--- src/rtl/eto_pkg.sv ---
package eto_pkg;

    localparam int NUMBER_BITS = 12;
    // orbit position k never exceeds 2n, so it needs one bit more than n
    localparam int WALK_BITS   = NUMBER_BITS + 1;

    typedef logic [NUMBER_BITS-1:0] number_t;
    typedef logic [WALK_BITS-1:0]   walk_t;

endpackage

--- src/rtl/eto_number_if.sv ---
interface eto_number_if
    import eto_pkg::*;
();
    logic    valid;
    logic    ready;
    number_t number;

    modport source (output valid, output number, input ready);
    modport sink   (input valid, input number, output ready);
endinterface

--- src/rtl/eto_totient_if.sv ---
interface eto_totient_if
    import eto_pkg::*;
();
    logic    valid;
    logic    ready;
    number_t totient;

    modport source (output valid, output totient, input ready);
    modport sink   (input valid, input totient, output ready);
endinterface

--- src/rtl/euler_totient_by_orbits.sv ---
// Euler's totient by orbit counting. Each number n on the input channel gives
// one totient on the output channel. For every d in 1..n the block walks k from
// 1+d back to 1, subtracting n on a wrap and adding d otherwise, and counts d
// when the walk wraps exactly d times. One shared adder takes one walk step a
// cycle; each d is seeded in S_LOAD and walked in S_WALK, and n = 0 goes
// straight to S_DONE. The block takes one item at a time; it accepts the next
// number while the previous totient still waits on the output register.
module euler_totient_by_orbits
    import eto_pkg::*;
(
    input  logic                clk,
    input  logic                rst_n,
    eto_number_if.sink          num,
    eto_totient_if.source       tot
);

    localparam logic [1:0] S_IDLE = 2'd0;
    localparam logic [1:0] S_LOAD = 2'd1;
    localparam logic [1:0] S_WALK = 2'd2;
    localparam logic [1:0] S_DONE = 2'd3;

    logic [1:0] state_reg, state_next;
    number_t    n_reg, n_next;
    number_t    d_reg, d_next;
    number_t    wraps_reg, wraps_next;
    number_t    count_reg, count_next;
    walk_t      k_reg, k_next;
    logic       out_valid_reg, out_valid_next;
    number_t    out_data_reg, out_data_next;

    walk_t      add_a, add_b, add_sum;
    logic       k_over;
    logic       out_free;

    assign num.ready   = (state_reg == S_IDLE);
    assign tot.valid   = out_valid_reg;
    assign tot.totient = out_data_reg;

    assign out_free = !out_valid_reg || tot.ready;
    assign k_over   = (k_reg > {1'b0, n_reg});

    // shared adder: seeds k = 1 + d, then steps k by +d or -n
    always_comb
    begin
        if (state_reg == S_LOAD)
        begin
            add_a = walk_t'(1);
            add_b = {1'b0, d_reg};
        end
        else
        begin
            add_a = k_reg;
            add_b = k_over ? (~{1'b0, n_reg} + walk_t'(1)) : {1'b0, d_reg};
        end
        add_sum = add_a + add_b;
    end

    always_comb
    begin
        state_next     = state_reg;
        n_next         = n_reg;
        d_next         = d_reg;
        wraps_next     = wraps_reg;
        count_next     = count_reg;
        k_next         = k_reg;
        out_valid_next = out_valid_reg;
        out_data_next  = out_data_reg;

        if (out_valid_reg && tot.ready)
        begin
            out_valid_next = 1'b0;
        end

        unique case (state_reg)
            S_IDLE:
            begin
                if (num.valid)
                begin
                    n_next     = num.number;
                    d_next     = number_t'(1);
                    count_next = '0;
                    state_next = (num.number == '0) ? S_DONE : S_LOAD;
                end
            end
            S_LOAD:
            begin
                k_next     = add_sum;
                wraps_next = '0;
                state_next = S_WALK;
            end
            S_WALK:
            begin
                if (k_reg == walk_t'(1))
                begin
                    if (wraps_reg == d_reg)
                    begin
                        count_next = count_reg + number_t'(1);
                    end
                    if (d_reg == n_reg)
                    begin
                        state_next = S_DONE;
                    end
                    else
                    begin
                        d_next     = d_reg + number_t'(1);
                        state_next = S_LOAD;
                    end
                end
                else
                begin
                    k_next = add_sum;
                    if (k_over)
                    begin
                        wraps_next = wraps_reg + number_t'(1);
                    end
                end
            end
            S_DONE:
            begin
                // hold until the output register can take the result
                if (out_free)
                begin
                    out_valid_next = 1'b1;
                    out_data_next  = count_reg;
                    state_next     = S_IDLE;
                end
            end
            default:
            begin
                state_next = S_IDLE;
            end
        endcase
    end

    always_ff @(posedge clk or negedge rst_n)
    begin
        if (!rst_n)
        begin
            state_reg     <= S_IDLE;
            out_valid_reg <= 1'b0;
        end
        else
        begin
            state_reg     <= state_next;
            out_valid_reg <= out_valid_next;
        end
    end

    always_ff @(posedge clk)
    begin
        n_reg        <= n_next;
        d_reg        <= d_next;
        wraps_reg    <= wraps_next;
        count_reg    <= count_next;
        k_reg        <= k_next;
        out_data_reg <= out_data_next;
    end

endmodule

--- src/flat_wrapper.sv ---
// flat-port wrapper written by rule: the top's interface ports become plain ports
module euler_totient_by_orbits_flat import eto_pkg::*;
  (clk, rst_n, num_valid, num_number, num_ready, tot_valid, tot_totient, tot_ready);
  eto_number_if num_i ();
  eto_totient_if tot_i ();
  input  logic clk;
  input  logic rst_n;
  input wire logic [$bits(num_i.valid)-1:0] num_valid;
  input wire logic [$bits(num_i.number)-1:0] num_number;
  output wire logic [$bits(num_i.ready)-1:0] num_ready;
  output wire logic [$bits(tot_i.valid)-1:0] tot_valid;
  output wire logic [$bits(tot_i.totient)-1:0] tot_totient;
  input wire logic [$bits(tot_i.ready)-1:0] tot_ready;
  assign num_i.valid = num_valid;
  assign num_i.number = num_number;
  assign num_ready = num_i.ready;
  assign tot_valid = tot_i.valid;
  assign tot_totient = tot_i.totient;
  assign tot_i.ready = tot_ready;
  euler_totient_by_orbits u_core (.clk(clk), .rst_n(rst_n), .num(num_i), .tot(tot_i));
endmodule
--- config.mk ---
export PLATFORM = sky130hd
export DESIGN_NAME = euler_totient_by_orbits_flat
export DESIGN_NICKNAME = d
export VERILOG_FILES = /design/src/rtl/eto_pkg.sv /design/src/rtl/eto_number_if.sv /design/src/rtl/eto_totient_if.sv /design/src/rtl/euler_totient_by_orbits.sv /design/src/flat_wrapper.sv
export SDC_FILE = /design/constraint.sdc
export NUM_CORES = 1
export LEC_CHECK = 0
export BUFFER_PORTS_ARGS = -buffer_cell sky130_fd_sc_hd__buf_2
export CAP_MARGIN = 20
export CORE_ASPECT_RATIO = 0.7
export CORE_MARGIN = 2
export CORE_UTILIZATION = 50
export CTS_CLUSTER_DIAMETER = 50
export DETAILED_ROUTE_END_ITERATION = 16
export PLACE_DENSITY = 0.73
export SKIP_CTS_REPAIR_TIMING = 1
export SKIP_LAST_GASP = 1
export SYNTH_ARGS = -nofsm -noshare
export SYNTH_HDL_FRONTEND = slang
export SYNTH_SLANG_ARGS = --single-unit
--- constraint.sdc ---
create_clock -name clk -period 6.75 [get_ports clk]
set_input_delay 1.0125 -clock clk [delete_from_list [all_inputs] [get_ports clk]]
set_output_delay 1.0125 -clock clk [all_outputs]
set_load 0.05 [all_outputs]
==> flow_summary.yaml <==
clock_network:
  cts_root_buffer: "clkbuf_16"
  cts-buffers-inserted: 9
  clkSlewWorstSetupHoldPaths_ns: 0.07
  ctsHtreeMaxLevel: 3
  cts_max_path_buffers: 2
  cts_tree: "built"
  cts_sinks: 76
  insertion_delay_ns: 0.35
synth:
  synthCells: 425
  synthMuxAreaShare: 0.03881
  seq_area_frac_synth: 0.4784
  ys.flop_type: "edfxtp_1"
  async_flop_share: 0.03947
  synth_fa_ha_area_frac: 0.08870
  yosysUniqueCellTypes: 53
  synth_area_leaders: "edfxtp_1 46%, ha_1 8.4%, xnor2_1 6.1%"
  synth_commonest_cells: "73 x edfxtp_1, 38 x nor2_1, 33 x xnor2_1"
  synth_compound_area_frac: 0.07788
  synthMostInstantiatedCell: "edfxtp_1"
  synth_top_family_by_area: "simple AND/OR/NAND/NOR gates"
  yosys.area_share.simple: 0.1713
  synth_top_area_share: 0.4625
  syn_nets: 474
  avgSynthCellArea_um2: 11.15
  synth_xor_area_frac: 0.1183
  syn-cell-area_um2: 4740
  synth_edf_count: 73
  ys_seq_elements: 76
  yosysWarnings: 0
  synth_top_area_cell: "edfxtp_1"
critical_path:
  crit_path_start: "u_core.n_reg[6]"
  slowest_delay_ns: 0.68
  critPathCapture: "u_core.k_reg[12]"
  r2r_cells: 16
  path_cells: "inv_1 -> ha_1 -> nand4_2 -> a211oi_2 -> o41ai_1 -> a21o_1 -> nor2_2 -> mux2_4 -> ha_1 -> fa_1 -> a211oi_1 -> o21ai_1 -> a31o_1 -> a21o_1 -> nor4b_1 -> a211oi_1"
  cp_max_fo: 12
  cp.required_ns: 6.92
  critical_path.slowest_cell: "nor2_2"
  end_kind: "flop"
  r2r_start: "u_core.n_reg[6]"
  rrSetupSlack_ns: 1.92
  start_kind: "flop"
  crit_type: "flop to flop"
  cp.arrival_ns: 5.00
  timing.rr.end: "u_core.k_reg[12]"
detailed_routing:
  drc_errors: 0
  dr.max_layer_used: "met4"
  m1WireLength_um: 5024
  routed_wl_um: 10060
  dr_wl_met2_um: 4248
  drtIter0Drc: 267
  drtPass1Iterations: 5
  vias_per_cell: 5.643
  drtAntennaViolNets: 0
  post_drt_wl_per_cell_um: 17.19
  route.met3.wl_um: 690
  via_count: 3301
min_path:
  min_path_type: "primary input to asynchronous set/reset pin"
sta:
  skew_ns: 0.01144
  relSlewSlack: 0.2854
  finalHoldViolations: 0
  worstMarginPinSlew_ns: 1.071
  setup_viol: 0
  period_minus_slack_ns: 4.830
  tns_ns: 0
  fin_crit_sh: 0.7155
  max_freq_ghz: 0.2071
  report.final.slew_viol_count: 0
  rsz0062_at_grt: "no"
placement:
  place_congestion: 0.8203
  io_buffers: 29
  dp_cells: 567
  hpwl_um: 7418
floorplan:
  rows: 29
  die_h_um: 85.46
  start_util: 0.5183
  die_w_um: 120.4
  dieArea_um2: 10290
  io_pins: 30
  core_area_um2: 9144
cells_and_area:
  stdcell_count: 585
  num-nets-final: 505
  fillCellCount: 753
  syn_to_final_growth_pct: 12.09
  drive_gt1_frac: 0.1605
  largest_reg_flops: 13
  diodes: 0
flow_run:
  maxCapViolations: 0
power_and_ir_drop:
  finalPower_mw: 3.085
  power_density_nw_per_um2: 580.7
  peakVddDrop_mv: 0.3099
  p_leak_nw: 2.031
global_route:
  grt_usage: 0.2104
  grt_max_degree: 34
  antenna_found_initial: 0
  grt_pass1_vias: 3141
  grt_pass1_wl_um: 16460
  overflow: 0
run_status:
  status: "finished clean"
## how the worst min path moves through the flow
stage	endpoint	slack (ns)	cells after the start
finish	u_core.tot.valid	0.45	1
global route	u_core.state_reg[0]	0.44	1
CTS	u_core.state_reg[1]	0.44	1
detailed placement	u_core.tot.totient[11]	0.47	0
global placement	u_core.tot.totient[11]	0.47	0
floorplan	u_core.tot.totient[11]	0.45	0
## power by group
group | internal, mW | switching (mW) | total, mW
clock network | 0.264 | 0.226 | 0.490
logic | 0.647 | 0.853 | 1.50
registers | 0.861 | 0.235 | 1.10
total | 1.77 | 1.31 | 3.09
## metrics by stage
stage	util	cell area [um2]	hold slack, ns	setup WS [ns]
floorplan	-	4740	0.4489	2.795
global placement	0.5464	4996	0.4697	2.215
detailed placement	0.5464	4996	0.4696	2.015
CTS	0.5794	5298	0.4382	1.963
global route	0.5810	5313	0.4420	1.641
finish	0.5810	5313	0.4479	1.920
## logic make-up (layout without fill, tap and decap cells)
family | after synthesis | after routing
and+or+nand+nor | 149 | 149
xor gates and xnor gates | 64 | 64
DFF | 76 | 76
buffers and inverters | 31 | 67
muxes | 13 | 13
adders and majority gates | 33 | 33
AOI/OAI and AO/OA | 59 | 59
## layout by cell type, fill, tap and decap left out, types with 3 or more instances in the layout
cell type  Yosys  layout
or3_1          9       9
a21oi_1       20      20
buf_4          0       4
o21ai_0       12      12
xor2_1        31      31
nor3_1         7       7
nand3_1       20      20
buf_2          2      29
mux2_2         3       3
ha_1          32      32
a211oi_1       5       5
dfrtp_1        3       3
mux2_4        10      10
inv_8          0       3
nor2b_1       14      14
and2_1         6       6
nand4_1        7       7
nor4_1         8       8
o21ai_1        3       3
xnor2_1       33      33
nor2_1        38      38
edfxtp_1      73      73
nand2_1       17      17
clkbuf_16      0       9
a21o_1         5       5
inv_1         18      18
inv_6          0       3
and3_1         8       8
## critical path, delay by kind of cell (launching register included)
family	cells	cell delay, ns
simple gates	3	0.97
compound gates	8	1.75
flops	1	0.47
buf+inv	1	0.13
mux	1	0.35
fa+ha+maj	3	0.99
## area by class of cell
| type | instances | area [um2] | share of cell area |
|---|---|---|---|
| multi-input cells | 318 | 2346 | 0.4416 |
| flip-flops and latches | 76 | 2267 | 0.4268 |
| clock buffers | 9 | 225.2 | 0.04239 |
| repair buffers | 33 | 175.2 | 0.03297 |
| well taps | 124 | 155.1 | 0.02920 |
| clock inverters | 7 | 76.32 | 0.01437 |
| inverters | 18 | 67.56 | 0.01272 |
## metal layers
| metal | global-route usage | vias to the layer above |
|---|---|---|
| met5 | 0 | - |
| met4 | 0.05285 | 0 |
| met3 | 0.05444 | 10 |
| met2 | 0.2984 | 113 |
| met1 | 0.3206 | 1566 |
| li1 | - | 1612 |
(Power assumes the default switching activity.)
